--- src/sao_pkg.sv ---
// Shared constants, types and arithmetic helpers for the straight-alpha overlay blend.
// Used by every module of the block; it depends on nothing else.
package sao_pkg;

    localparam int QUOT_W    = 8;
    localparam int NUM_W     = 24;
    localparam int DEN_W     = 16;
    localparam int PROD_W    = 16;
    localparam int NUM_LANES = 4;
    localparam int CFG_IDX_W = 2;

    localparam int DIV_LAT   = QUOT_W;
    localparam int LANE_LAT  = DIV_LAT + 2;
    localparam int MERGE_LAT = DIV_LAT + 2;
    localparam int MIX_LAT   = 2;
    localparam int PIPE_LAT  = LANE_LAT + MERGE_LAT + MIX_LAT;

    localparam logic [7:0]       ALPHA_OPAQUE   = 8'd255;
    localparam logic [7:0]       ALPHA_CLEAR    = 8'd0;
    localparam logic [7:0]       ROUND_BIAS     = 8'd128;
    localparam logic [NUM_W-1:0] UNPREMUL_SCALE = 24'd65025;

    typedef enum logic [1:0] {
        MODE_PACKED,
        MODE_ALPHA,
        MODE_LUMA,
        MODE_CHROMA
    } mode_t;

    typedef enum logic [CFG_IDX_W-1:0] {
        REG_MAIN_HAS_ALPHA,
        REG_CHROMA_HSUB,
        REG_CHROMA_VSUB
    } reg_idx_t;

    typedef struct packed {
        logic main_has_alpha;
        logic chroma_hsub;
        logic chroma_vsub;
    } cfg_t;

    typedef struct packed {
        logic [7:0] oa;
        logic [7:0] ma;
        logic [7:0] sa;
        logic [7:0] mc;
    } lane_out_t;

    // Divide by 255 with rounding: ((x + 128) * 257) >> 16.
    function automatic logic [7:0] div255(input logic [PROD_W-1:0] x);
        logic [PROD_W:0]   biased;
        logic [PROD_W+8:0] scaled;
        biased = {1'b0, x} + {{(PROD_W-7){1'b0}}, ROUND_BIAS};
        scaled = {biased, 8'h00} + {8'h00, biased};
        return scaled[PROD_W+7:PROD_W];
    endfunction

    function automatic logic [NUM_W-1:0] unpremul_num(input logic [7:0] a);
        return UNPREMUL_SCALE * {{(NUM_W-8){1'b0}}, a};
    endfunction

    // 255*(a+m) - a*m, written as 255*a + m*(255-a).
    function automatic logic [DEN_W-1:0] unpremul_den(input logic [7:0] a,
                                                      input logic [7:0] m);
        logic [7:0]       inv;
        logic [DEN_W-1:0] a255;
        logic [DEN_W-1:0] mprod;
        inv   = ALPHA_OPAQUE - a;
        a255  = {a, 8'h00} - {8'h00, a};
        mprod = {8'h00, m} * {8'h00, inv};
        return a255 + mprod;
    endfunction

    function automatic logic needs_div(input logic has_alpha, input logic [7:0] a);
        return has_alpha && (a != ALPHA_CLEAR) && (a != ALPHA_OPAQUE);
    endfunction

endpackage

--- src/sao_mix_lane.sv ---
// One colour lane: mixes a main and an overlay sample by a straight alpha, with
// rounding division by 255, in two register stages. Depends on sao_pkg.
module sao_mix_lane (
    input  logic       clk,
    input  logic       en,
    input  logic [7:0] alpha,
    input  logic [7:0] main_val,
    input  logic [7:0] over_val,
    output logic [7:0] blend
);

    logic signed [9:0]          diff;
    logic signed [8:0]          a_s;
    logic signed [18:0]         prod;
    logic signed [18:0]         base;
    logic signed [18:0]         sum;
    logic [sao_pkg::PROD_W-1:0] sum_reg;
    logic                       keep_main_reg;
    logic                       take_over_reg;
    logic [7:0]                 main_reg;
    logic [7:0]                 over_reg;
    logic [7:0]                 blend_reg;
    logic [7:0]                 blend_next;

    // m*(255-a) + o*a is folded into 255*m + a*(o-m).
    always_comb
    begin
        diff = $signed({2'b00, over_val}) - $signed({2'b00, main_val});
        a_s  = $signed({1'b0, alpha});
        prod = diff * a_s;
        base = $signed({3'b000, main_val, 8'h00}) - $signed({11'd0, main_val});
        sum  = base + prod;
    end

    always_ff @(posedge clk)
    begin
        sum_reg       <= sum[sao_pkg::PROD_W-1:0];
        keep_main_reg <= !en || (alpha == sao_pkg::ALPHA_CLEAR);
        take_over_reg <= alpha == sao_pkg::ALPHA_OPAQUE;
        main_reg      <= main_val;
        over_reg      <= over_val;
        blend_reg     <= blend_next;
    end

    always_comb
    begin
        if (keep_main_reg)
        begin
            blend_next = main_reg;
        end
        else if (take_over_reg)
        begin
            blend_next = over_reg;
        end
        else
        begin
            blend_next = sao_pkg::div255(sum_reg);
        end
    end

    assign blend = blend_reg;

endmodule

--- config.mk ---
export PLATFORM = sky130hd
export DESIGN_NAME = sao_mix_lane
export DESIGN_NICKNAME = d
export VERILOG_FILES = /design/src/sao_pkg.sv /design/src/sao_mix_lane.sv
export SDC_FILE = /design/constraint.sdc
export NUM_CORES = 1
export LEC_CHECK = 0
export BUFFER_PORTS_ARGS = -buffer_cell sky130_fd_sc_hd__buf_2
export CAP_MARGIN = 15
export CORE_MARGIN = 2
export CORE_UTILIZATION = 57
export DETAILED_ROUTE_END_ITERATION = 7
export PLACE_DENSITY = 0.79
export SKIP_LAST_GASP = 1
export SYNTH_ARGS = -nofsm -noshare
export SYNTH_HDL_FRONTEND = slang
export SYNTH_SLANG_ARGS = --single-unit
--- constraint.sdc ---
create_clock -name clk -period 5.6 [get_ports clk]
set_input_delay 0.56 -clock clk [delete_from_list [all_inputs] [get_ports clk]]
set_output_delay 0.56 -clock clk [all_outputs]
set_load 0.01 [all_outputs]
==> flow_summary.toml, run 1 <==
[run_status]
status = "complete, but fails checks"
violations = "setup timing"

[sta]
clock_skew_ps = 3.20
tightest_slew_ps = 552
whs_ps = 371
fin_ws_ps = -193
tns_ps = -484
fin_crit_sh_pct = 103
finalSetupViolCount = 4
relSlewSlack_pct = 62.9
hold_viol = 0
slew_viol_final = 0
rsz0062_at_grt = "true"
timing.fmax_mhz = 173
post-route-min-period_ps = 5790

[grt]
grt.overflow.total = 0
grt_pass1_wl_um = 21000
antenna_found_initial = 0
grt_pass1_vias = 4537
grt_max_degree = 17
gr-usage-all-layers_pct = 27.0

[cts]
htree_levels = 2
cts_hold_buf = 0
clk_pin_slew_ps = 80
cts_tree = "built"
root_buffer = "clkbuf_8"
cts_buffers = 5
cts.sinks = 42
clockBufferDepth = 2
clk_latency_ps = 310

[cells_and_area]
nets = 826
syn2layout_area_growth_pct = 24.9
final_util_pct = 73.9
n_antenna_cell = 0
largest_reg_flops = 16
drive_above_1_share_pct = 28.2
finish.instance_area_um2 = 6480

[synth]
async_flop_share_pct = 0
synth_seq_cells = 42
synth_top_area_cell = "fa_1"
synth_compound_area_share_pct = 11.0
synthesis.nets = 719
post_synth_most_frequent_cells = "inv_1 (127), fa_1 (77), ha_1 (54)"
synth_edf_count = 0
synth_area_per_cell_um2 = 9.22
synthSimpleGateAreaFrac_pct = 13.3
synth.area.mux_share_pct = 0.217
synth_top_area_share_pct = 29.7
synth-xor-area-share_pct = 6.44
yosys-top-cells-area = "fa_1 (30%), dfxtp_1 (16%), ha_1 (13%)"
synth_top_family_by_area = "adder cells"
synth_adder_area_share_pct = 42.8
netlist_instances = 562
yosysMostFrequentCell = "inv_1"
synthesis.area_um2 = 5180
synth_cell_types = 53
yosys_warnings = 0
synth_ff_type = "dfxtp_1"
ys_seq_area_share_pct = 16.2

[placed_design]
portBuffers = 33
gp_congestion = 0.920
post_dp_cell_area_um2 = 6190
hpwl_um = 10600

[route]
wl_per_cell_um = 16.2
wirelength_um = 12600
ant_nets = 0
via_per_inst = 5.35
top_layer = "met4"
wl_met1_um = 4840
route.met2.wl_um = 6810
drt_iter0_drc = 211
wl_met3_um = 527
dr.pass1.iters = 5
vias = 4160
route.detailed.drc = 0

[floorplan]
start_util_pct = 59.2
rows = 34
io_pins = 34
die_h_um = 99.4
die_area_um2 = 9870
core_um2 = 8760
fp.dieW_um = 99.4

[setup_path]
crit_arrival_ps = 6030
cp-start-kind = "primary input"
reg2reg_slack_ps = 2450
worstSetupPathType = "in -> reg"
endpoint_kind = "register"
critPathRequiredTime_ps = 5840
cp_max_fo = 7

[job]
drv_cap = 0

[worst_hold_path]
hold_path.class = "in -> reg"
layer usage:
metal	GRT usage, %	up-vias
met5	0	-
met2	50.1	123
met4	9.38	0
met1	32.5	2024
met3	2.88	28
li1	-	1985
repair_timing:
item	CTS	global route
cloned	0	0
pin swaps	30	17
gates resized for setup	17	20
endpoints found under the setup margin	5	7
buffers inserted	5	1
placed cells by master, fill, tap and decap left out, types with 13 or more instances in the layout:
| cell type | n |
|---|---|
| ha_1 | 42 |
| buf_4 | 75 |
| buf_2 | 30 |
| o21a_1 | 13 |
| nor2_1 | 14 |
| nand2_1 | 42 |
| and2_1 | 15 |
| fa_1 | 75 |
| a21oi_1 | 16 |
| xnor2_1 | 26 |
| inv_2 | 14 |
| dfxtp_1 | 42 |
| inv_1 | 113 |
layout make-up:
class	instances	area (um2)
timing repair buffer	110	769
tap	108	135
clock buffer	5	68.8
clock inverter	3	23.8
sequential	42	841
inverter	129	493
multi-input combinational	381	4150
fill	598	2290
cell families (layout without fill, tap and decap cells):
kind of cell	Yosys count	after routing
buf+inv	139	247
simple gates	135	135
fa+ha+maj	131	131
compound gates	78	78
flops	42	42
xor+xnor	36	36
mux	1	1
path summary, 6_finish.rpt:
path / from / end / cells after the start
worst min-delay path: over_val[5] / over_reg[5]$_DFF_P_ / 1
worst min register to register: main_reg[6]$_DFF_P_ / blend[6]$_DFF_P_ / 1
worst max-delay path: over_val[0] / sum_reg[15]$_DFF_P_ / 26
worst max register to register: sum_reg[9]$_DFF_P_ / blend[6]$_DFF_P_ / 12
metrics by stage:
| step | setup slack (ps) | instances |
|---|---|---|
| 2_1_floorplan | -191 | 562 |
| 3_3_place_gp | -507 | 764 |
| 3_5_place_dp | -606 | 764 |
| 4_1_cts | -126 | 777 |
| 5_1_grt | -425 | 778 |
| 6_report | -193 | 778 |
critical path, stage by stage:
cell	delay [ps]
buf_6	100
clkinv_4	40
ha_4	120
fa_2	240
nor2b_4	50
o31a_1	270
o31a_1	330
o22ai_4	260
and2_4	230
buf_6	90
inv_2	30
fa_1	510
inv_2	40
fa_1	520
fa_1	430
fa_1	510
inv_2	40
fa_1	520
inv_2	50
ha_4	300
nand2_4	60
o31ai_4	210
a21oi_2	80
o21bai_1	150
xnor2_1	150
xnor2_1	140
Power of run 1 is not shown: default switching activity piles up to over one toggle a cycle in this logic, so the estimate is an artifact.
==> run 2: changes to the inputs <==
CORE_UTILIZATION = 54   (was 57)
PLACE_DENSITY = 0.75   (was 0.79)
RECOVER_POWER = 50   (was default)
==> flow_summary.toml, run 2 (synthesized netlist as in run 1, its figures left out) <==
[worst_hold_path]
hp-start = "over_val[6]"
hold_path.class = "in -> reg"

[run_status]
status = "complete, but fails checks"
violations = "setup timing"

[placed_design]
hpwl_um = 10500
portBuffers = 33
gp_congestion = 0.900

[grt]
antenna_found_initial = 0
gr-usage-all-layers_pct = 25.7
grt_pass1_vias = 4498
met2_usage_pct = 47.2
use_met3_pct = 3.42
grt_pass1_wl_um = 20700
global_route.usage.met1_pct = 31.1
grt_max_degree = 17
grt.overflow.total = 0
grt_busiest_layer = "met2"

[cts]
cts.sinks = 42
htree_levels = 2
root_buffer = "clkbuf_8"
clk_pin_slew_ps = 90
clk_latency_ps = 300
clockBufferDepth = 2
cts_tree = "built"
cts_hold_buf = 0
cts_buffers = 5

[setup_path]
crit_buf_inv = 7
cp_top_family = "adder cells"
worstReg2RegStart = "sum_reg[9]$_DFF_P_"
cp_slowest_cell = "fa_1"
max_stage_delay_ps = 530
crit_arrival_ps = 6040
endpoint_kind = "register"
crit_start = "main_val[1]"
critPathRequiredTime_ps = 5830
cp-start-kind = "primary input"
crit_top_cell = "fa_1"
reg2reg_slack_ps = 2470
cp_max_fo = 6
worstSetupPathType = "in -> reg"

[floorplan]
die_h_um = 102
fp.dieW_um = 102
io_pins = 34
start_util_pct = 55.8
core_um2 = 9280
rows = 35
die_area_um2 = 10400

[route]
drt_iter0_drc = 171
wirelength_um = 12500
via_per_inst = 5.12
dr.pass1.iters = 6
wl_per_cell_um = 15.5
ant_nets = 0
route.detailed.drc = 0
vias = 4135

[cells_and_area]
final_util_pct = 71.6
multi_input_area_um2 = 4160
regArea_um2 = 841
final_common_cell = "inv_1"
final_cell_mix = "inv_1 (116), buf_4 (77), fa_1 (74)"
n_antenna_cell = 0
n_fill_cell = 700
nets = 834
drive_above_1_share_pct = 28.2
syn2layout_area_growth_pct = 28.2
largest_reg_flops = 16

[sta]
hold_viol = 0
relSlewSlack_pct = 61.0
finalSetupViolCount = 4
clock_skew_ps = 5.40
tightest_slew_ps = 581
fin_crit_sh_pct = 104
slew_viol_final = 0
post-route-min-period_ps = 5810
timing.fmax_mhz = 172
rsz0062_at_grt = "true"
fin_ws_ps = -207

[job]
drv_cap = 0
-- run 2: layout make-up --
cell class              instances  area share (%)
repair buffers                118            12.9
multi-input cells             381            62.5
flip-flops and latches         42            12.7
well taps                     129            2.43
clock inverters                 3            1.04
inverters                     129            7.42
clock buffers                   5            1.04
-- run 2: routing by layer --
metal / vias up / share of wire [%]
li1: 1994 / -
met1: 2011 / 39
met2: 100 / 53
met3: 30 / 4.7
met4: 0 / 3.3
met5: - / 0
-- run 2: final timing paths --
check,endpoint,depth (start not counted)
setup / recovery,sum_reg[15]$_DFF_P_,27
hold / removal,over_reg[6]$_DFF_P_,1
setup reg to reg,blend[6]$_DFF_P_,12
hold reg to reg,blend[1]$_DFF_P_,1
-- run 2: what timing repair did --
| action | CTS | global route |
|---|---|---|
| resized for setup | 25 | 21 |
| pin swaps | 37 | 21 |
| buffers inserted | 9 | 4 |
| cloned | 0 | 0 |
| setup endpoints to repair | 5 | 7 |
-- run 2: per-stage QoR --
stage | cells | hold WS (ps) | setup TNS (ps) | area, um2 | worst slack (ps)
6_report | 807 | 377 | -518 | 6650 | -207
5_1_grt | 807 | 370 | -1740 | 6650 | -407
4_1_cts | 803 | 372 | -322 | 6530 | -182
3_5_place_dp | 786 | 421 | -3000 | 6230 | -621
3_3_place_gp | 786 | 409 | -2380 | 6230 | -502
2_1_floorplan | 562 | 405 | -191 | 5400 | -191
Power of run 2 is left out for the same reason.
