[config.mk]
export PLATFORM = sky130hd
export DESIGN_NAME = sao_alpha_lane
export DESIGN_NICKNAME = d
export VERILOG_FILES = /design/src/sao_pkg.sv /design/src/sao_div_pipe.sv /design/src/sao_alpha_lane.sv
export SDC_FILE = /design/constraint.sdc
export NUM_CORES = 1
export LEC_CHECK = 0
export BUFFER_PORTS_ARGS = -buffer_cell sky130_fd_sc_hd__buf_2
export CORE_MARGIN = 4
export CORE_UTILIZATION = 62
export CTS_CLUSTER_SIZE = 14
export DETAILED_ROUTE_END_ITERATION = 8
export PLACE_DENSITY_LB_ADDON = 0.05
export SYNTH_ARGS = -nofsm -noshare
export SYNTH_HDL_FRONTEND = slang
export SYNTH_HIERARCHICAL = 1
export SYNTH_SLANG_ARGS = --single-unit
[constraint.sdc]
create_clock -name clk -period 10.19 [get_ports clk]
set_input_delay 2.038 -clock clk [delete_from_list [all_inputs] [get_ports clk]]
set_output_delay 2.038 -clock clk [all_outputs]
set_load 0.01 [all_outputs]
[src/sao_pkg.sv]
// Shared constants, types and arithmetic helpers for the straight-alpha overlay blend.
// Used by every module of the block; it depends on nothing else.
package sao_pkg;

    localparam int QUOT_W    = 8;
    localparam int NUM_W     = 24;
    localparam int DEN_W     = 16;
    localparam int PROD_W    = 16;
    localparam int NUM_LANES = 4;
    localparam int CFG_IDX_W = 2;

    localparam int DIV_LAT   = QUOT_W;
    localparam int LANE_LAT  = DIV_LAT + 2;
    localparam int MERGE_LAT = DIV_LAT + 2;
    localparam int MIX_LAT   = 2;
    localparam int PIPE_LAT  = LANE_LAT + MERGE_LAT + MIX_LAT;

    localparam logic [7:0]       ALPHA_OPAQUE   = 8'd255;
    localparam logic [7:0]       ALPHA_CLEAR    = 8'd0;
    localparam logic [7:0]       ROUND_BIAS     = 8'd128;
    localparam logic [NUM_W-1:0] UNPREMUL_SCALE = 24'd65025;

    typedef enum logic [1:0] {
        MODE_PACKED,
        MODE_ALPHA,
        MODE_LUMA,
        MODE_CHROMA
    } mode_t;

    typedef enum logic [CFG_IDX_W-1:0] {
        REG_MAIN_HAS_ALPHA,
        REG_CHROMA_HSUB,
        REG_CHROMA_VSUB
    } reg_idx_t;

    typedef struct packed {
        logic main_has_alpha;
        logic chroma_hsub;
        logic chroma_vsub;
    } cfg_t;

    typedef struct packed {
        logic [7:0] oa;
        logic [7:0] ma;
        logic [7:0] sa;
        logic [7:0] mc;
    } lane_out_t;

    // Divide by 255 with rounding: ((x + 128) * 257) >> 16.
    function automatic logic [7:0] div255(input logic [PROD_W-1:0] x);
        logic [PROD_W:0]   biased;
        logic [PROD_W+8:0] scaled;
        biased = {1'b0, x} + {{(PROD_W-7){1'b0}}, ROUND_BIAS};
        scaled = {biased, 8'h00} + {8'h00, biased};
        return scaled[PROD_W+7:PROD_W];
    endfunction

    function automatic logic [NUM_W-1:0] unpremul_num(input logic [7:0] a);
        return UNPREMUL_SCALE * {{(NUM_W-8){1'b0}}, a};
    endfunction

    // 255*(a+m) - a*m, written as 255*a + m*(255-a).
    function automatic logic [DEN_W-1:0] unpremul_den(input logic [7:0] a,
                                                      input logic [7:0] m);
        logic [7:0]       inv;
        logic [DEN_W-1:0] a255;
        logic [DEN_W-1:0] mprod;
        inv   = ALPHA_OPAQUE - a;
        a255  = {a, 8'h00} - {8'h00, a};
        mprod = {8'h00, m} * {8'h00, inv};
        return a255 + mprod;
    endfunction

    function automatic logic needs_div(input logic has_alpha, input logic [7:0] a);
        return has_alpha && (a != ALPHA_CLEAR) && (a != ALPHA_OPAQUE);
    endfunction

endpackage

[src/sao_div_pipe.sv]
// Pipelined restoring divider with an 8-bit quotient, one quotient bit per stage.
// Depends on sao_pkg for widths; the dividend must be below 256 times the divisor.
module sao_div_pipe (
    input  logic                        clk,
    input  logic [sao_pkg::NUM_W-1:0]   num,
    input  logic [sao_pkg::DEN_W-1:0]   den,
    output logic [sao_pkg::QUOT_W-1:0]  quo
);

    logic [sao_pkg::NUM_W-1:0]  rem_reg [sao_pkg::QUOT_W-1];
    logic [sao_pkg::DEN_W-1:0]  den_reg [sao_pkg::QUOT_W-1];
    logic [sao_pkg::QUOT_W-1:0] quo_reg [sao_pkg::QUOT_W];

    genvar k;
    for (k = 0; k < sao_pkg::QUOT_W; k++)
    begin : g_stage
        localparam int BIT_POS = sao_pkg::QUOT_W - 1 - k;

        logic [sao_pkg::NUM_W-1:0]  rem_in;
        logic [sao_pkg::DEN_W-1:0]  den_in;
        logic [sao_pkg::QUOT_W-1:0] quo_in;
        logic [sao_pkg::NUM_W:0]    trial;
        logic [sao_pkg::NUM_W:0]    diff;
        logic                       fits;
        logic [sao_pkg::QUOT_W-1:0] quo_next;

        if (k == 0)
        begin : g_first
            assign rem_in = num;
            assign den_in = den;
            assign quo_in = '0;
        end
        else
        begin : g_follow
            assign rem_in = rem_reg[k-1];
            assign den_in = den_reg[k-1];
            assign quo_in = quo_reg[k-1];
        end

        always_comb
        begin
            trial = {{(sao_pkg::NUM_W + 1 - sao_pkg::DEN_W){1'b0}}, den_in} << BIT_POS;
            fits  = {1'b0, rem_in} >= trial;
            diff  = {1'b0, rem_in} - trial;
            quo_next = quo_in;
            quo_next[BIT_POS] = fits;
        end

        always_ff @(posedge clk)
        begin
            quo_reg[k] <= quo_next;
        end

        if (k < sao_pkg::QUOT_W - 1)
        begin : g_carry
            always_ff @(posedge clk)
            begin
                rem_reg[k] <= fits ? diff[sao_pkg::NUM_W-1:0] : rem_in;
                den_reg[k] <= den_in;
            end
        end
    end

    assign quo = quo_reg[sao_pkg::QUOT_W-1];

endmodule

[src/sao_alpha_lane.sv]
// One alpha lane: un-premultiplies an overlay alpha byte against its main alpha byte
// and composites the main alpha. Depends on sao_pkg and sao_div_pipe.
module sao_alpha_lane (
    input  logic               clk,
    input  sao_pkg::cfg_t      cfg,
    input  logic [7:0]         oa,
    input  logic [7:0]         ma,
    output sao_pkg::lane_out_t lane_out
);

    typedef struct packed {
        logic                       byp;
        logic [7:0]                 oa;
        logic [7:0]                 ma;
        logic [sao_pkg::PROD_W-1:0] prod;
    } lane_side_t;

    logic [sao_pkg::NUM_W-1:0]  num_reg;
    logic [sao_pkg::DEN_W-1:0]  den_reg;
    lane_side_t                 front_reg;
    lane_side_t                 front_next;
    lane_side_t                 dly_reg [sao_pkg::DIV_LAT];
    logic [sao_pkg::QUOT_W-1:0] quo;
    sao_pkg::lane_out_t         out_reg;
    sao_pkg::lane_out_t         out_next;
    lane_side_t                 last;

    always_comb
    begin
        front_next.byp  = !sao_pkg::needs_div(cfg.main_has_alpha, oa);
        front_next.oa   = oa;
        front_next.ma   = ma;
        front_next.prod = {8'h00, sao_pkg::ALPHA_OPAQUE - ma} * {8'h00, oa};
    end

    always_ff @(posedge clk)
    begin
        num_reg   <= sao_pkg::unpremul_num(oa);
        den_reg   <= sao_pkg::unpremul_den(oa, ma);
        front_reg <= front_next;
        dly_reg[0] <= front_reg;
        for (int i = 1; i < sao_pkg::DIV_LAT; i++)
        begin
            dly_reg[i] <= dly_reg[i-1];
        end
        out_reg <= out_next;
    end

    sao_div_pipe u_div (
        .clk (clk),
        .num (num_reg),
        .den (den_reg),
        .quo (quo)
    );

    assign last = dly_reg[sao_pkg::DIV_LAT-1];

    always_comb
    begin
        out_next.oa = last.oa;
        out_next.ma = last.ma;
        out_next.sa = last.byp ? last.oa : quo;
        if (!cfg.main_has_alpha || out_next.sa == sao_pkg::ALPHA_CLEAR)
        begin
            out_next.mc = last.ma;
        end
        else if (out_next.sa == sao_pkg::ALPHA_OPAQUE)
        begin
            out_next.mc = last.oa;
        end
        else
        begin
            out_next.mc = last.ma + sao_pkg::div255(last.prod);
        end
    end

    assign lane_out = out_reg;

endmodule

==> results of run 1 <==
stage by stage:
stage,utilization,cells,area [um2],setup WS [ns]
final,0.6981,3495,31750,3.825
after global routing,0.6980,3494,31740,3.549
after CTS,0.6980,3494,31740,3.886
after detailed placement,0.6485,3382,29490,3.238
after global placement,0.6485,3382,29490,3.267
after floorplan,-,2772,28630,3.826
cells in the final DEF, fill, tap and decap left out, drive strengths merged, types with 6 or more instances in the layout:
cell,n
ha,263
and4,7
xnor2,89
mux2,15
dfxtp,675
or3,12
o21ai,161
a21boi,6
and2,6
o31ai,20
clkbuf,85
nor2b,57
o21a,26
clkinv,16
a21oi,130
nand3,38
nand2b,55
a2111oi,9
and3,18
nor3,38
bufinv,7
nor2,138
nand4,21
a31oi,13
xor2,69
o2111ai,8
nor4,14
or2,8
o211ai,7
nand2,204
fa,114
inv,354
buf,54
o21bai,13
a21o,55
mux2i,18
a211oi,14
nor4b,6
o31a,7
worst max path at each step:
stage          cells after the start             endpoint   from  slack [ns]
2_1_floorplan                     17  den_reg[14]$_DFF_P_  oa[1]        3.83
3_3_place_gp                      17  den_reg[14]$_DFF_P_  oa[1]        3.27
3_5_place_dp                      16  den_reg[15]$_DFF_P_  oa[4]        3.24
4_1_cts                           17  den_reg[14]$_DFF_P_  oa[1]        3.89
5_1_grt                           17  den_reg[14]$_DFF_P_  oa[4]        3.55
6_report                          16  den_reg[15]$_DFF_P_  oa[4]        3.82
critical path, cell delays in order:
cell,delay [ns]
buf_2,0.37
inv_1,0.38
nand2_1,0.19
fa_1,0.44
fa_1,0.49
inv_1,0.06
fa_1,0.45
fa_1,0.54
fa_1,0.43
ha_1,0.38
o2111ai_1,0.20
a31oi_1,0.42
nand4_1,0.15
nand2_1,0.09
a21oi_1,0.09
xnor2_1,0.13
per-layer routing:
metal	track usage	up-vias	share of wire
met3	0.03303	111	0.039
met1	0.2848	8587	0.45
met5	0	-	0
li1	-	9333	-
met2	0.3717	395	0.47
met4	0.09982	0	0.040
cell families after synthesis:
| logic type | after synthesis |
|---|---|
| simple gates | 631 |
| flops | 675 |
| compound gates | 499 |
| other cells | 1 |
| mux | 33 |
| fa+ha+maj | 377 |
| buf+inv | 395 |
| xor+xnor | 158 |
final cells by class:
class,instances,area (um2)
Fill cell,3394,13730
Multi-Input combinational cell,1702,13630
Sequential cell,675,13510
Clock buffer,85,1803
Inverter,351,1318
Tap cell,600,750.7
Clock inverter,27,450.4
Timing Repair Buffer,54,282.8
Antenna cell,1,2.502
==> metrics.yaml, run 1 <==
outcome: "finished, final reports clean"
ys_ff_latch: 675
placement_rows: 78
hold_path.class: "register to register"
ys_types: 83
postSynthCellCount: 2769
synth-xor-area-share: 0.04887
r2r_end: "lane_out[7]$_DFF_P_"
drv_slew: 0
drt_iter0_drc: 1162
synth_most_common_cell: "dfxtp_1"
fin_crit_ns: 6.365
synth_warnings: 6
rr_worst_depth: 19
synthSimpleGateAreaFrac: 0.1076
report.final.setup_viol: 0
synth_top_family_by_area: "adder cells"
cp.arrival_ns: 6.85
ff2ff_setup_slack_ns: 6.09
synth_mux_area_frac: 0.01220
max_freq_mhz: 157.1
wire_per_inst_um: 15.55
ios: 52
synth_largest_area_cell: "dfxtp_1"
yosys-top-cells-count: "dfxtp_1 (675), inv_1 (349), ha_1 (263)"
die_x_um: 222.9
core_um2: 45480
vias: 18426
syn_to_final_growth_pct: 10.92
clock-sinks: 675
fin_nets: 3247
hold_viol_final: 0
postCtsSetupBuffers: 0
portBuffers: 49
cts_tree: "built"
seq_area_frac_synth: 0.4721
worstReg2RegStart: "dly_reg[1][106]$_DFF_P_"
insertion_delay_ns: 0.61
avgSynthCellArea_um2: 10.34
h-tree-depth: 3
netlist_top_cells_area: "dfxtp_1 (47%), ha_1 (11%), fa_1 (8.0%)"
root_buffer: "clkbuf_16"
initial_core_util: 0.6294
synth_compound_area_frac: 0.1116
ant_nets: 0
relSlewSlack: 0.2440
dpl.hpwl_mm: 40.81
place.gp.congestion: 0.9014
cts.clk_slew.worst_paths_ns: 0.06
finalSetupTns_ns: 0
yosys.area_share.adder: 0.1947
crit_type: "input pin to register"
max_cap_viol_count: 0
drc_errors: 0
track_usage: 0.2211
synth_edf_count: 0
crit_path_max_fanout: 17
ys.flop_type: "dfxtp_1"
cts_resized: 0
hold_slack_ns: 0.3084
dieArea_um2: 49670
wl_mm: 54.35
largest_register_ffs: 264
fin_skew_ns: 0.03176
netlist_area_um2: 28620
synth_top_area_share: 0.4721
cts-hold-fix-buffers: 0
grt_overflow_total: 0
drt_pass1_iterations: 8
hold_depth: 0
antenna_found_initial: 1
min_from: "dly_reg[0][131]$_DFF_P_"
grt_pass1_vias: 18395
cts_buffer_depth: 3
critPathLaunchType: "input pin"
async_flop_share: 0
critPathCaptureType: "register"
worstPathRequired_ns: 10.68
holdPathEnd: "dly_reg[1][32]$_DFF_P_"
rsz0062_at_grt: "false"
grt_max_degree: 38
die_y_um: 222.9
final_layout_size_suffix_gt1_frac: 0.07049
period_share: 0.6246
cts_buffers: 66
worst_slew_pin_slew_ns: 1.133
grt_pass1_wl_mm: 90.35
vias_per_cell: 5.272
Power of run 1 is left out: the tool's default activity adds up to more than one toggle a clock period on the data nets, which glitch-free logic cannot reach.
==> inputs of run 2 (changes only) <==
Settings changed: ABC_AREA from default to 1.
Clock period 10.19 ns to 6.14 ns, I/O delays scaled along.
==> run 2 against run 1 <==
  * Area after synthesis increased by 12%
  * Setup slack got worse by 2.8 ns
  * Global-route usage increased by 2.6 points
  * Register-to-register slack got worse by 3.8 ns
  * Via count increased by 31%
  * Design area increased by 11%
  * Cell count increased by 40%
  * Non-clock buffer count increased by 11
  * Synthesized cell count increased by 47%
  * Critical path depth increased by 1
  * Worst hold slack improved by 0.0092 ns
  * Critical path type unchanged
  * Critical endpoint unchanged
  * Largest cell class unchanged
  * Highest routed layer unchanged
==> metrics.yaml, run 2 <==
synth_top_area_share: 0.4206
grt_max_degree: 28
die_x_um: 235.6
finalSetupTns_ns: 0
ys_ff_latch: 675
synth_warnings: 6
core_um2: 51300
rsz0062_at_grt: "false"
ys_types: 49
initial_core_util: 0.6262
insertion_delay_ns: 0.61
placement_rows: 83
hold_viol_final: 0
cts_tree: "built"
clock-sinks: 675
outcome: "finished, final reports clean"
hold_path.class: "register to register"
cp.arrival_ns: 5.70
cts.clk_slew.worst_paths_ns: 0.07
fin_nets: 4568
final_common_cell: "nand2_1"
crit_path_max_fanout: 10
critPathCaptureType: "register"
wl_mm: 68.01
seq_area_frac_synth: 0.4206
cts_resized: 0
synth_most_common_cell: "nand2_1"
critPathLaunchType: "input pin"
portBuffers: 49
multiInputGateArea_um2: 15510
netlist_top_cells_area: "dfxtp_1 (42%), nand2_1 (15%), ha_1 (10%)"
synth_edf_count: 0
worst_slew_pin_slew_ns: 1.036
fill_cells: 4309
cts_buffer_depth: 3
antenna_found_initial: 0
fin_crit_ns: 5.155
max_cap_viol_count: 0
h-tree-depth: 3
final_cell_mix: "nand2_1 (1300), inv_1 (745), dfxtp_1 (675)"
root_buffer: "clkbuf_16"
netlist_area_um2: 32130
wire_per_inst_um: 13.89
worstPathRequired_ns: 6.68
final_layout_size_suffix_gt1_frac: 0.05455
fin_skew_ns: 0.02061
avgSynthCellArea_um2: 7.888
vias: 24134
register_area_um2: 13510
drt_iter0_drc: 1257
max_freq_mhz: 194.0
grt_pass1_vias: 23764
crit_type: "input pin to register"
ios: 52
ys.flop_type: "dfxtp_1"
period_share: 0.8396
track_usage: 0.2473
drc_errors: 0
grt_overflow_total: 0
drt_pass1_iterations: 6
syn_to_final_growth_pct: 9.955
report.final.setup_viol: 0
grt_pass1_wl_mm: 113.8
met3WireLength_mm: 3.279
synth_largest_area_cell: "dfxtp_1"
async_flop_share: 0
cts-hold-fix-buffers: 0
met2WireLength_mm: 32.16
largest_register_ffs: 264
postSynthCellCount: 4073
postCtsSetupBuffers: 0
highest_layer: "met4"
drv_slew: 0
diodes: 0
ant_nets: 0
place.gp.congestion: 0.9146
die_y_um: 235.6
dpl.hpwl_mm: 52.57
vias_per_cell: 4.929
relSlewSlack: 0.3085
met1Wirelength_mm: 30.59
yosys-top-cells-count: "nand2_1 (1300), inv_1 (745), dfxtp_1 (675)"
dieArea_um2: 55520
cts_buffers: 67
[run 2: cell count changes in the layout (fill, tap and decap cells not counted), sizes merged, moves of 55 or more]
cell,delta
nand2,+1104
inv,+402
nor2,+181
nand3,+168
o21ai,-105
xnor2,-65
nor2b,-57
a21o,-55
nand2b,-55
[run 2: critical path, cell delays in order]
cell	delay, ns
buf_2	0.21
clkinv_1	0.33
nor2_1	0.23
fa_1	0.45
fa_1	0.47
fa_1	0.53
fa_1	0.56
inv_1	0.05
fa_1	0.49
inv_1	0.04
ha_1	0.34
a21oi_1	0.18
inv_1	0.06
a21oi_1	0.11
o21ai_0	0.10
a21oi_1	0.16
xnor2_1	0.14
[run 2: final timing paths]
| path | from | end | slack (ns) | cells past startpoint |
|---|---|---|---|---|
| worst max-delay path | ma[6] | den_reg[15]$_DFF_P_ | 0.98 | 17 |
| worst min-delay path | dly_reg[1][37]$_DFF_P_ | dly_reg[1][70]$_DFF_P_ | 0.32 | 0 |
| worst max register to register | dly_reg[1][106]$_DFF_P_ | lane_out[7]$_DFF_P_ | 2.33 | 30 |
| worst min register to register | dly_reg[1][37]$_DFF_P_ | dly_reg[1][70]$_DFF_P_ | 0.32 | 0 |
[run 2: cell type report]
class | instances | share of cell area
clock inverters | 31 | 0.01296
multi-input cells | 2610 | 0.4392
repair buffers | 65 | 0.01034
clock buffers | 83 | 0.05086
inverters | 752 | 0.07998
well taps | 680 | 0.02409
flip-flops and latches | 675 | 0.3825
[run 2: through the flow]
| step | hold WS (ns) | worst slack [ns] | cell area [um2] | util | cells |
|---|---|---|---|---|---|
| finish | 0.3176 | 0.9847 | 35320 | 0.6886 | 4896 |
| global route | 0.3240 | 0.6375 | 35320 | 0.6886 | 4896 |
| CTS | 0.3172 | 1.048 | 35320 | 0.6886 | 4896 |
| detailed placement | 0.3121 | 0.4343 | 33070 | 0.6446 | 4782 |
| global placement | 0.3095 | 0.4007 | 33070 | 0.6446 | 4782 |
| floorplan | 0.3096 | 0.7588 | 32140 | - | 4076 |
[run 2: layer usage]
layer / vias to the layer above / global-route usage
li1: 12561 / -
met4: 0 / 0.08596
met2: 522 / 0.4266
met1: 10921 / 0.3179
met3: 130 / 0.03854
met5: - / 0
[run 2: logic make-up (layout without fill, tap and decap cells)]
kind of cell	count (synthesis)	count (layout)	synth area share
other	1	4	0.0001167
buffers and inverters	791	931	0.09686
AND/OR/NAND/NOR	1914	1914	0.2439
flip-flops	675	675	0.4206
adder cells (fa/ha/maj)	377	377	0.1735
AO/OA/AOI/OAI	209	209	0.03610
XOR/XNOR	106	106	0.02890
Power of run 2 is left out for the same reason.
