File: src/sao_pkg.sv
// Shared constants, types and arithmetic helpers for the straight-alpha overlay blend.
// Used by every module of the block; it depends on nothing else.
package sao_pkg;

    localparam int QUOT_W    = 8;
    localparam int NUM_W     = 24;
    localparam int DEN_W     = 16;
    localparam int PROD_W    = 16;
    localparam int NUM_LANES = 4;
    localparam int CFG_IDX_W = 2;

    localparam int DIV_LAT   = QUOT_W;
    localparam int LANE_LAT  = DIV_LAT + 2;
    localparam int MERGE_LAT = DIV_LAT + 2;
    localparam int MIX_LAT   = 2;
    localparam int PIPE_LAT  = LANE_LAT + MERGE_LAT + MIX_LAT;

    localparam logic [7:0]       ALPHA_OPAQUE   = 8'd255;
    localparam logic [7:0]       ALPHA_CLEAR    = 8'd0;
    localparam logic [7:0]       ROUND_BIAS     = 8'd128;
    localparam logic [NUM_W-1:0] UNPREMUL_SCALE = 24'd65025;

    typedef enum logic [1:0] {
        MODE_PACKED,
        MODE_ALPHA,
        MODE_LUMA,
        MODE_CHROMA
    } mode_t;

    typedef enum logic [CFG_IDX_W-1:0] {
        REG_MAIN_HAS_ALPHA,
        REG_CHROMA_HSUB,
        REG_CHROMA_VSUB
    } reg_idx_t;

    typedef struct packed {
        logic main_has_alpha;
        logic chroma_hsub;
        logic chroma_vsub;
    } cfg_t;

    typedef struct packed {
        logic [7:0] oa;
        logic [7:0] ma;
        logic [7:0] sa;
        logic [7:0] mc;
    } lane_out_t;

    // Divide by 255 with rounding: ((x + 128) * 257) >> 16.
    function automatic logic [7:0] div255(input logic [PROD_W-1:0] x);
        logic [PROD_W:0]   biased;
        logic [PROD_W+8:0] scaled;
        biased = {1'b0, x} + {{(PROD_W-7){1'b0}}, ROUND_BIAS};
        scaled = {biased, 8'h00} + {8'h00, biased};
        return scaled[PROD_W+7:PROD_W];
    endfunction

    function automatic logic [NUM_W-1:0] unpremul_num(input logic [7:0] a);
        return UNPREMUL_SCALE * {{(NUM_W-8){1'b0}}, a};
    endfunction

    // 255*(a+m) - a*m, written as 255*a + m*(255-a).
    function automatic logic [DEN_W-1:0] unpremul_den(input logic [7:0] a,
                                                      input logic [7:0] m);
        logic [7:0]       inv;
        logic [DEN_W-1:0] a255;
        logic [DEN_W-1:0] mprod;
        inv   = ALPHA_OPAQUE - a;
        a255  = {a, 8'h00} - {8'h00, a};
        mprod = {8'h00, m} * {8'h00, inv};
        return a255 + mprod;
    endfunction

    function automatic logic needs_div(input logic has_alpha, input logic [7:0] a);
        return has_alpha && (a != ALPHA_CLEAR) && (a != ALPHA_OPAQUE);
    endfunction

endpackage

File: src/sao_div_pipe.sv
// Pipelined restoring divider with an 8-bit quotient, one quotient bit per stage.
// Depends on sao_pkg for widths; the dividend must be below 256 times the divisor.
module sao_div_pipe (
    input  logic                        clk,
    input  logic [sao_pkg::NUM_W-1:0]   num,
    input  logic [sao_pkg::DEN_W-1:0]   den,
    output logic [sao_pkg::QUOT_W-1:0]  quo
);

    logic [sao_pkg::NUM_W-1:0]  rem_reg [sao_pkg::QUOT_W-1];
    logic [sao_pkg::DEN_W-1:0]  den_reg [sao_pkg::QUOT_W-1];
    logic [sao_pkg::QUOT_W-1:0] quo_reg [sao_pkg::QUOT_W];

    genvar k;
    for (k = 0; k < sao_pkg::QUOT_W; k++)
    begin : g_stage
        localparam int BIT_POS = sao_pkg::QUOT_W - 1 - k;

        logic [sao_pkg::NUM_W-1:0]  rem_in;
        logic [sao_pkg::DEN_W-1:0]  den_in;
        logic [sao_pkg::QUOT_W-1:0] quo_in;
        logic [sao_pkg::NUM_W:0]    trial;
        logic [sao_pkg::NUM_W:0]    diff;
        logic                       fits;
        logic [sao_pkg::QUOT_W-1:0] quo_next;

        if (k == 0)
        begin : g_first
            assign rem_in = num;
            assign den_in = den;
            assign quo_in = '0;
        end
        else
        begin : g_follow
            assign rem_in = rem_reg[k-1];
            assign den_in = den_reg[k-1];
            assign quo_in = quo_reg[k-1];
        end

        always_comb
        begin
            trial = {{(sao_pkg::NUM_W + 1 - sao_pkg::DEN_W){1'b0}}, den_in} << BIT_POS;
            fits  = {1'b0, rem_in} >= trial;
            diff  = {1'b0, rem_in} - trial;
            quo_next = quo_in;
            quo_next[BIT_POS] = fits;
        end

        always_ff @(posedge clk)
        begin
            quo_reg[k] <= quo_next;
        end

        if (k < sao_pkg::QUOT_W - 1)
        begin : g_carry
            always_ff @(posedge clk)
            begin
                rem_reg[k] <= fits ? diff[sao_pkg::NUM_W-1:0] : rem_in;
                den_reg[k] <= den_in;
            end
        end
    end

    assign quo = quo_reg[sao_pkg::QUOT_W-1];

endmodule

File: src/sao_merge.sv
// Merging stage: picks or averages the lane alphas by mode and runs the second
// un-premultiply against the composited main alpha. Depends on sao_pkg and sao_div_pipe.
module sao_merge (
    input  logic                                         clk,
    input  sao_pkg::cfg_t                                cfg,
    input  sao_pkg::mode_t                               mode,
    input  logic                                         right_valid,
    input  logic                                         below_valid,
    input  sao_pkg::lane_out_t [sao_pkg::NUM_LANES-1:0]  lanes,
    output logic [7:0]                                   alpha
);

    function automatic logic [7:0] avg4(input logic [7:0] b0, input logic [7:0] b1,
                                        input logic [7:0] b2, input logic [7:0] b3,
                                        input logic hs, input logic vs,
                                        input logic rv, input logic bv);
        logic [9:0] sum4;
        logic [8:0] sum_h;
        logic [8:0] sum_v;
        logic [7:0] h;
        logic [7:0] v;
        logic [8:0] hv;
        sum4  = {2'b00, b0} + {2'b00, b1} + {2'b00, b2} + {2'b00, b3};
        sum_h = {1'b0, b0} + {1'b0, b1};
        sum_v = {1'b0, b0} + {1'b0, b2};
        h     = (hs && rv) ? sum_h[8:1] : b0;
        v     = (vs && bv) ? sum_v[8:1] : b0;
        hv    = {1'b0, h} + {1'b0, v};
        if (hs && vs && rv && bv)
        begin
            return sum4[9:2];
        end
        else if (hs || vs)
        begin
            return hv[8:1];
        end
        return b0;
    endfunction

    logic [7:0]                 a_in;
    logic [7:0]                 m_in;
    logic                       byp;
    logic [sao_pkg::NUM_W-1:0]  num_reg;
    logic [sao_pkg::DEN_W-1:0]  den_reg;
    logic                       byp_reg;
    logic [7:0]                 aval_reg;
    logic                       byp_dly_reg [sao_pkg::DIV_LAT];
    logic [7:0]                 aval_dly_reg [sao_pkg::DIV_LAT];
    logic [sao_pkg::QUOT_W-1:0] quo;
    logic [7:0]                 alpha_reg;
    logic [7:0]                 alpha_next;

    always_comb
    begin
        a_in = lanes[0].sa;
        m_in = lanes[0].ma;
        byp  = 1'b1;
        case (mode)
            sao_pkg::MODE_PACKED, sao_pkg::MODE_ALPHA:
            begin
                a_in = lanes[0].sa;
                byp  = 1'b1;
            end
            sao_pkg::MODE_LUMA:
            begin
                a_in = lanes[0].oa;
                m_in = lanes[0].mc;
                byp  = !sao_pkg::needs_div(cfg.main_has_alpha, a_in);
            end
            sao_pkg::MODE_CHROMA:
            begin
                a_in = avg4(lanes[0].oa, lanes[1].oa, lanes[2].oa, lanes[3].oa,
                            cfg.chroma_hsub, cfg.chroma_vsub, right_valid, below_valid);
                m_in = avg4(lanes[0].mc, lanes[1].mc, lanes[2].mc, lanes[3].mc,
                            cfg.chroma_hsub, cfg.chroma_vsub, right_valid, below_valid);
                byp  = !sao_pkg::needs_div(cfg.main_has_alpha, a_in);
            end
            default:
            begin
                byp = 1'b1;
            end
        endcase
    end

    always_ff @(posedge clk)
    begin
        num_reg  <= sao_pkg::unpremul_num(a_in);
        den_reg  <= sao_pkg::unpremul_den(a_in, m_in);
        byp_reg  <= byp;
        aval_reg <= a_in;
        byp_dly_reg[0]  <= byp_reg;
        aval_dly_reg[0] <= aval_reg;
        for (int i = 1; i < sao_pkg::DIV_LAT; i++)
        begin
            byp_dly_reg[i]  <= byp_dly_reg[i-1];
            aval_dly_reg[i] <= aval_dly_reg[i-1];
        end
        alpha_reg <= alpha_next;
    end

    sao_div_pipe u_div (
        .clk (clk),
        .num (num_reg),
        .den (den_reg),
        .quo (quo)
    );

    assign alpha_next = byp_dly_reg[sao_pkg::DIV_LAT-1] ? aval_dly_reg[sao_pkg::DIV_LAT-1]
                                                        : quo;
    assign alpha = alpha_reg;

endmodule

File: config.mk
export PLATFORM = sky130hd
export DESIGN_NAME = sao_merge
export DESIGN_NICKNAME = d
export VERILOG_FILES = /design/src/sao_pkg.sv /design/src/sao_div_pipe.sv /design/src/sao_merge.sv
export SDC_FILE = /design/constraint.sdc
export NUM_CORES = 1
export LEC_CHECK = 0
export BUFFER_PORTS_ARGS = -buffer_cell sky130_fd_sc_hd__buf_2
export CAP_MARGIN = 20
export CELL_PAD_IN_SITES_DETAIL_PLACEMENT = 1
export CELL_PAD_IN_SITES_GLOBAL_PLACEMENT = 1
export CORE_MARGIN = 10
export CORE_UTILIZATION = 48
export CTS_CLUSTER_DIAMETER = 50
export DETAILED_ROUTE_END_ITERATION = 16
export PLACE_DENSITY = 0.78
export SETUP_SLACK_MARGIN = 0.2
export SKIP_LAST_GASP = 1
export SLEW_MARGIN = 20
export SYNTH_ARGS = -nofsm -noshare
export SYNTH_HDL_FRONTEND = slang
export SYNTH_HIERARCHICAL = 1
export SYNTH_SLANG_ARGS = --single-unit
File: constraint.sdc
create_clock -name clk -period 10.73 [get_ports clk]
set_input_delay 1.073 -clock clk [delete_from_list [all_inputs] [get_ports clk]]
set_output_delay 1.073 -clock clk [all_outputs]
set_load 0.02 [all_outputs]
==> results of run 1 <==
worst max-delay path: cells and delay by family:
| kind | cells | cell delay, ps |
|---|---|---|
| simple gates | 7 | 1040 |
| compound gates | 12 | 2840 |
| fa+ha+maj | 8 | 3410 |
| mux | 1 | 180 |
| buf+inv | 5 | 740 |
| xor+xnor | 3 | 410 |
worst max-delay path by stage:
| stage | to | depth (start not counted) | start | slack, ps |
|---|---|---|---|---|
| 2_1_floorplan | den_reg[14] | 34 | lanes[24] | 2190 |
| 3_3_place_gp | den_reg[14] | 36 | lanes[25] | 1210 |
| 3_5_place_dp | den_reg[14] | 34 | lanes[25] | 890 |
| 4_1_cts | den_reg[14] | 36 | lanes[25] | 1480 |
| 5_1_grt | den_reg[14] | 36 | lanes[25] | 910 |
| 6_report | den_reg[14] | 36 | lanes[25] | 1520 |
final cells by class:
class	instances	area (um2)	share of cell area, %
Inverter	368	1381	4.958
Clock buffer	64	1310	4.702
Sequential cell	435	8708	31.26
Multi-Input combinational cell	1857	14760	52.99
Clock inverter	17	279.0	1.001
Antenna cell	1	2.502	0.008982
Tap cell	680	850.8	3.054
Timing Repair Buffer	106	565.5	2.030
through the flow:
step	instance area (um2)	setup WS, ps	std cells	hold WS (ps)	utilization (%)
floorplan	25060	2194	2708	309.6	-
global placement	26250	1211	3444	309.6	50.95
detailed placement	26270	885.9	3446	313.2	51.00
CTS	27860	1477	3527	321.2	54.08
global route	27860	913.9	3528	326.7	54.09
finish	27860	1515	3528	324.3	54.09
kinds of logic (layout without fill, tap and decap cells):
logic type               Yosys count  count (layout)
flip-flops                       435             435
buffers and inverters            416             555
multiplexers                      43              43
other                              1               5
XOR/XNOR                         164             164
AO/OA/AOI/OAI                    628             628
AND/OR/NAND/NOR                  636             636
adder cells (fa/ha/maj)          382             382
per-layer routing:
metal,vias to the layer above,global-route usage [%],share of wire [%],wire length [um]
met5,-,0,0,0
met4,0,8.545,3.6,2402
met3,145,2.764,2.9,1919
met2,311,40.08,53,35190
met1,9542,22.67,40,26560
li1,9436,-,-,-
layout by cell type, fill, tap and decap left out, drive strengths merged, types with 69 or more instances in the layout:
master / instances
nand2: 200
a21oi: 173
dfxtp: 435
nor2: 163
ha: 267
buf: 106
inv: 370
o21ai: 169
xor2: 69
fa: 115
xnor2: 95
==> run_results.csv, run 1 <==
group,metric,value,unit
outcome,status,"completed",
critical_path,critical_path_arrival,9700,ps
floorplan,die_w,248.4,um
critical_path,reg2reg_depth,9,
synth,synth_top_family_by_area,"adder cells",
cts,cts.sinks,435,
cts,cts_tree,"built",
routing,wire_per_inst,18.73,um
routing,drtAntennaViolNets,0,
timing,setup_violations,0,
grt,grt_usage,20.96,%
grt,grt-ovfl-total,0,
routing,vias,19430,
synth,ys_ff_latch,435,
critical_path,startpoint_type,"primary input",
grt,grt_antenna_before_repair,1,
grt,grt_pass1_vias,21490,
synth,synth_top_flop_cell,"dfxtp_1",
synth,synth-compound-area-share,16.38,%
synth,synth_edf_count,0,
timing,hold_viol_final,0,
synth,netlist_area,0.02505,mm2
timing,finalCritPeriodShare,85.88,%
timing,maxSlewHeadroom,31.03,%
place,place.gp.congestion,0.8970,
synth,synth.area.mux_share,1.908,%
routing,vias_per_cell,5.509,
timing,rsz0062_at_grt,"no",
routing,drc,0,
routing,drt_first_pass_iters,5,
synth,synth-simple-area-share,12.30,%
synth,yosys_warnings,6,
floorplan,die_h,248.4,um
synth,syn_inst,2705,
hold_path,hold_start,"aval_dly_reg[0][11]",
critical_path,r2r-start,"u_div/den_reg[3][8]",
critical_path,critical_path.slowest_cell,"fa_1",
synth,synth_fa_ha_area_share,22.53,%
cts,clkSlewWorstSetupHoldPaths,60,ps
floorplan,placeableCoreArea,0.05151,mm2
hold_path,hold_class,"reg -> reg",
finish,fillCellCount,5915,
synth,synth_top_area_share,34.77,%
cts,cts_made_buffers,45,
timing,min_period,9215,ps
cts,holdBufCountCts,0,
floorplan,pin_count,144,
timing,finClkSkew,34.43,ps
critical_path,max_stage_delay,550,ps
synth,ys_types,93,
cts,clockBufferDepth,3,
synth,async_flop_share,0,%
synth,ys_seq_area_share,34.77,%
floorplan,die_area,0.06172,mm2
synth,ys_top_cells_by_area,"dfxtp_1, ha_1, fa_1, inv_1, a21oi_1",
critical_path,required,11210,ps
synth,yosysMostFrequentCell,"dfxtp_1",
critical_path,rrSetupSlack,7250,ps
finish,final_nets,3331,
critical_path,cp-end-kind,"flip-flop",
hold_path,min_to,"aval_dly_reg[0][19]",
finish,syn_to_final_growth,11.24,%
place,port_buffers,95,
critical_path,cp_max_fo,11,
finish,drive_gt1_share,9.203,%
cts,cts_root_buffer,"clkbuf_16",
place,hpwl,52.84,mm
flow_run,drv_cap,0,
floorplan,fp-row-count,83,
critical_path,worstSetupPathType,"in -> reg",
finish,largest_reg_flops,168,
synth,synth_common_cells,"dfxtp_1, inv_1, ha_1, nand2_1, a21oi_1",
grt,grt_first_pass_wirelength,108.5,mm
timing,worst_pin_slew,1035,ps
cts,cts_setup_buffers,0,
synth,synth_top_cell_by_area,"dfxtp_1",
timing,fmax,108.5,MHz
routing,wl,66.07,mm
synth,avgSynthCellArea,9.259,um2
timing,final_max_slew_viol_count,0,
cts,cts_resized,0,
cts,clkLatencyLatePin,580,ps
hold_path,hold-path-cell-count,0,
floorplan,start_util,48.62,%
cts,htreeDepth,2,
critical_path,reg2reg_to,"u_div/rem_reg[4][6]",
routing,drt-initial-drc-count,728,
timing,finalSetupTns,0,ps
grt,grt_max_degree,38,
synth,synth-xor-area-share,5.735,%
Power of run 1 is left out: the tool's default activity adds up to more than one toggle a clock period on the data nets, which glitch-free logic cannot reach.
==> run 2, diff against run 1 <==
- CTS_BUF_LIST: not set -> sky130_fd_sc_hd__clkbuf_8 sky130_fd_sc_hd__clkbuf_16
==> run_results.csv, run 2 (synthesis gave the netlist of run 1 again) <==
group,metric,value,unit
outcome,status,"completed",
timing,setup_ws,1525,ps
timing,finalCritPeriodShare,85.78,%
critical_path,reg2reg_to,"u_div/rem_reg[4][6]",
timing,worst_pin_slew,1035,ps
finish,register_area,0.008708,mm2
critical_path,worstSetupPathType,"in -> reg",
finish,multi_input_area,0.01476,mm2
hold_path,min_to,"aval_dly_reg[0][19]",
floorplan,die_h,248.4,um
routing,drt-initial-drc-count,726,
cts,cts_resized,0,
grt,grt_usage,20.96,%
critical_path,cp_num_buf_inv,5,
critical_path,startpoint_type,"primary input",
grt,grt_antenna_before_repair,1,
finish,fillCellCount,5915,
critical_path,cp-end-kind,"flip-flop",
cts,cts_root_buffer,"clkbuf_16",
place,placed_cells,3446,
cts,cts_setup_buffers,0,
flow_run,drv_cap,0,
routing,vias_per_cell,5.501,
finish,final_common_cell,"dfxtp_1",
timing,fmax,108.6,MHz
cts,cts_tree,"built",
critical_path,r2r-start,"u_div/den_reg[3][8]",
timing,final_max_slew_viol_count,0,
critical_path,cpLargestDelayFamily,"adder cells",
grt,grt_max_degree,38,
finish,syn_to_final_growth,11.24,%
place,port_buffers,95,
finish,drive_gt1_share,9.203,%
finish,post-route-util,54.09,%
place,pre_cts_ws,885.9,ps
floorplan,placeableCoreArea,0.05151,mm2
cts,htreeDepth,2,
cts,clkSlewWorstSetupHoldPaths,60,ps
floorplan,die_area,0.06172,mm2
timing,min_period,9205,ps
cts,cts_made_buffers,45,
routing,wl,65.96,mm
timing,finalSetupTns,0,ps
cts,holdBufCountCts,0,
routing,wire_per_inst,18.70,um
timing,maxSlewHeadroom,31.03,%
hold_path,hold-path-cell-count,0,
place,hpwl,52.84,mm
finish,largest_reg_flops,168,
timing,hold_viol_final,0,
timing,finClkSkew,35.45,ps
floorplan,die_w,248.4,um
grt,grt-ovfl-total,0,
critical_path,required,11210,ps
timing,rsz0062_at_grt,"no",
grt,grt_pass1_vias,21500,
place,place.gp.congestion,0.8970,
finish,final-instance-count-excl-fill,3528,
cts,cts.sinks,435,
critical_path,cp_max_fo,11,
critical_path,rrSetupSlack,7250,ps
critical_path,critical_path.slowest_cell,"fa_1",
critical_path,max_stage_delay,550,ps
floorplan,pin_count,144,
routing,drtAntennaViolNets,0,
critical_path,reg2reg_depth,9,
routing,drt_first_pass_iters,5,
grt,grt_first_pass_wirelength,108.5,mm
floorplan,fp-row-count,83,
cts,clkLatencyLatePin,580,ps
critical_path,critical_path_arrival,9690,ps
routing,vias,19410,
timing,setup_violations,0,
finish,final_cell_mix,"dfxtp_1, inv_1, ha_1",
hold_path,hold_class,"reg -> reg",
floorplan,start_util,48.62,%
cts,clockBufferDepth,3,
hold_path,hold_start,"aval_dly_reg[0][11]",
finish,final_nets,3331,
routing,drc,0,
run 2: worst max path at each step:
stage	slack, ps	cells past startpoint	end	start
floorplan	2190	34	den_reg[14]	lanes[24]
global placement	1210	36	den_reg[14]	lanes[25]
detailed placement	890	34	den_reg[14]	lanes[25]
CTS	1480	36	den_reg[14]	lanes[25]
global route	910	36	den_reg[14]	lanes[25]
finish	1530	36	den_reg[14]	lanes[25]
run 2: stage by stage:
stage | hold WS [ps] | area [um2]
3_3_place_gp | 309.6 | 26250
4_1_cts | 321.0 | 27860
2_1_floorplan | 309.6 | 25060
3_5_place_dp | 313.2 | 26270
6_report | 323.7 | 27860
5_1_grt | 326.4 | 27860
run 2: final cells by class:
| class | count | share of cell area, % |
|---|---|---|
| clock buffers | 54 | 4.567 |
| flip-flops and latches | 435 | 31.26 |
| multi-input cells | 1857 | 52.99 |
| diodes | 1 | 0.008982 |
| clock inverters | 27 | 1.136 |
| inverters | 368 | 4.958 |
| well taps | 680 | 3.054 |
| repair buffers | 106 | 2.030 |
run 2: metal layers:
layer  track usage, %  up-vias  part of all wire, %
li1                 -     9435                    -
met1            22.66     9524                   40
met2            40.09      308                   53
met3            2.764      141                  2.8
met4            8.545        0                  3.5
met5                0        -                    0
Power of run 2 is left out for the same reason.
==> run 3, diff against run 2 <==
- CORE_UTILIZATION: 48 -> 44
- PLACE_DENSITY: 0.78 -> 0.75
- clock period: 10.73 -> 8.06 ns (I/O delays scaled with it)
==> run_results.csv, run 3 (synthesis gave the netlist of run 1 again) <==
group,metric,value,unit
routing,wl,69.46,mm
finish,register_area,0.008708,mm2
grt,grt_antenna_before_repair,1,
timing,finClkSkew,30.65,ps
flow_run,drv_cap,0,
finish,fillCellCount,6559,
critical_path,cp_num_buf_inv,9,
cts,cts_root_buffer,"clkbuf_16",
timing,setup_ws,316.0,ps
routing,drtAntennaViolNets,0,
finish,multi_input_area,0.01508,mm2
floorplan,die_w,258.6,um
place,hpwl,55.54,mm
critical_path,cp-end-kind,"flip-flop",
outcome,status,"completed",
grt,grt_max_degree,38,
place,placed_cells,3649,
place,port_buffers,95,
critical_path,critical_path.slowest_cell,"fa_2",
critical_path,startpoint_type,"primary input",
timing,finalCritPeriodShare,96.08,%
cts,clkSlewWorstSetupHoldPaths,60,ps
cts,holdBufCountCts,0,
critical_path,max_stage_delay,570,ps
critical_path,r2r-start,"u_div/den_reg[1][10]",
place,pre_cts_ws,-570.4,ps
floorplan,placeableCoreArea,0.05639,mm2
routing,drt_first_pass_iters,4,
timing,fmax,129.1,MHz
critical_path,critical_path_arrival,8250,ps
cts,clockBufferDepth,3,
finish,final_nets,3476,
timing,min_period,7744,ps
hold_path,hold_class,"reg -> reg",
cts,htreeDepth,2,
cts,cts_tree,"built",
finish,drive_gt1_share,16.02,%
floorplan,pin_count,144,
critical_path,cp_max_fo,6,
timing,final_max_slew_viol_count,0,
floorplan,die_h,258.6,um
routing,drc,0,
timing,maxSlewHeadroom,29.99,%
finish,largest_reg_flops,168,
grt,grt_first_pass_wirelength,111.4,mm
critical_path,cpMostUsedCell,"fa_1",
routing,drt-initial-drc-count,681,
timing,hold_viol_final,0,
routing,vias_per_cell,5.315,
critical_path,crit_start,"lanes[25]",
finish,final_cell_mix,"dfxtp_1, inv_1, ha_1",
grt,grt-ovfl-total,0,
cts,cts.sinks,435,
grt,grt_usage,20.18,%
floorplan,die_area,0.06686,mm2
critical_path,cpLargestDelayFamily,"adder cells",
timing,setup_violations,0,
finish,syn_to_final_growth,18.04,%
hold_path,hold_start,"u_div/quo_reg[1][17]",
floorplan,start_util,44.42,%
place,place.gp.congestion,0.8740,
cts,clkLatencyLatePin,610,ps
grt,grt_pass1_vias,22150,
timing,rsz0062_at_grt,"no",
finish,final-instance-count-excl-fill,3754,
routing,wire_per_inst,18.50,um
floorplan,fp-row-count,87,
finish,final_common_cell,"dfxtp_1",
timing,worst_pin_slew,1049,ps
cts,cts_made_buffers,50,
critical_path,required,8570,ps
routing,vias,19950,
critical_path,worstSetupPathType,"in -> reg",
-- run 3: stage by stage --
| stage | area [um2] | utilization, % | hold slack [ps] | setup TNS (ps) |
|---|---|---|---|---|
| after floorplan | 25110 | - | 309.6 | 0 |
| after global placement | 27370 | 48.54 | 309.6 | -924.5 |
| after detailed placement | 27370 | 48.54 | 313.2 | -3525 |
| after CTS | 29230 | 51.84 | 310.2 | 0 |
| after global routing | 29560 | 52.43 | 314.2 | 0 |
| final | 29560 | 52.43 | 303.1 | 0 |
-- run 3: worst reg2reg max path: cells and delay by family (launching register included) --
family	cells	cell delay, ps
and+or+nand+nor	4	1090
DFF	1	340
muxes	1	440
buffers and inverters	2	850
adders and majority gates	1	380
AOI/OAI and AO/OA	1	320
-- run 3: timing repair --
action,in CTS,in global routing
gates resized for setup,9,69
pin swaps,6,44
endpoints found under the setup margin,4,9
buffers inserted,1,12
-- run 3: final cells by class --
class	instances	area share, %
inverters	368	4.672
clock inverters	31	1.435
clock buffers	60	4.698
multi-input cells	1857	51.02
diodes	1	0.008464
repair buffers	246	5.510
flip-flops and latches	435	29.46
well taps	756	3.199
-- run 3: path summary, 6_finish.rpt --
| path | end | slack, ps | cells past startpoint |
|---|---|---|---|
| setup / recovery | den_reg[14] | 320 | 35 |
| hold / removal | u_div/quo_reg[1][25] | 300 | 0 |
| setup reg to reg | u_div/rem_reg[2][14] | 4530 | 9 |
| hold reg to reg | u_div/quo_reg[1][25] | 300 | 0 |
-- run 3: metal layers --
metal / vias to the layer above / wire length [um] / global-route usage, %
met1: 9849 / 28080 / 21.65
met5: - / 0 / 0
met3: 137 / 1497 / 2.225
li1: 9704 / - / -
met2: 262 / 37680 / 39.75
met4: 0 / 2210 / 7.303
Power of run 3 is left out for the same reason.
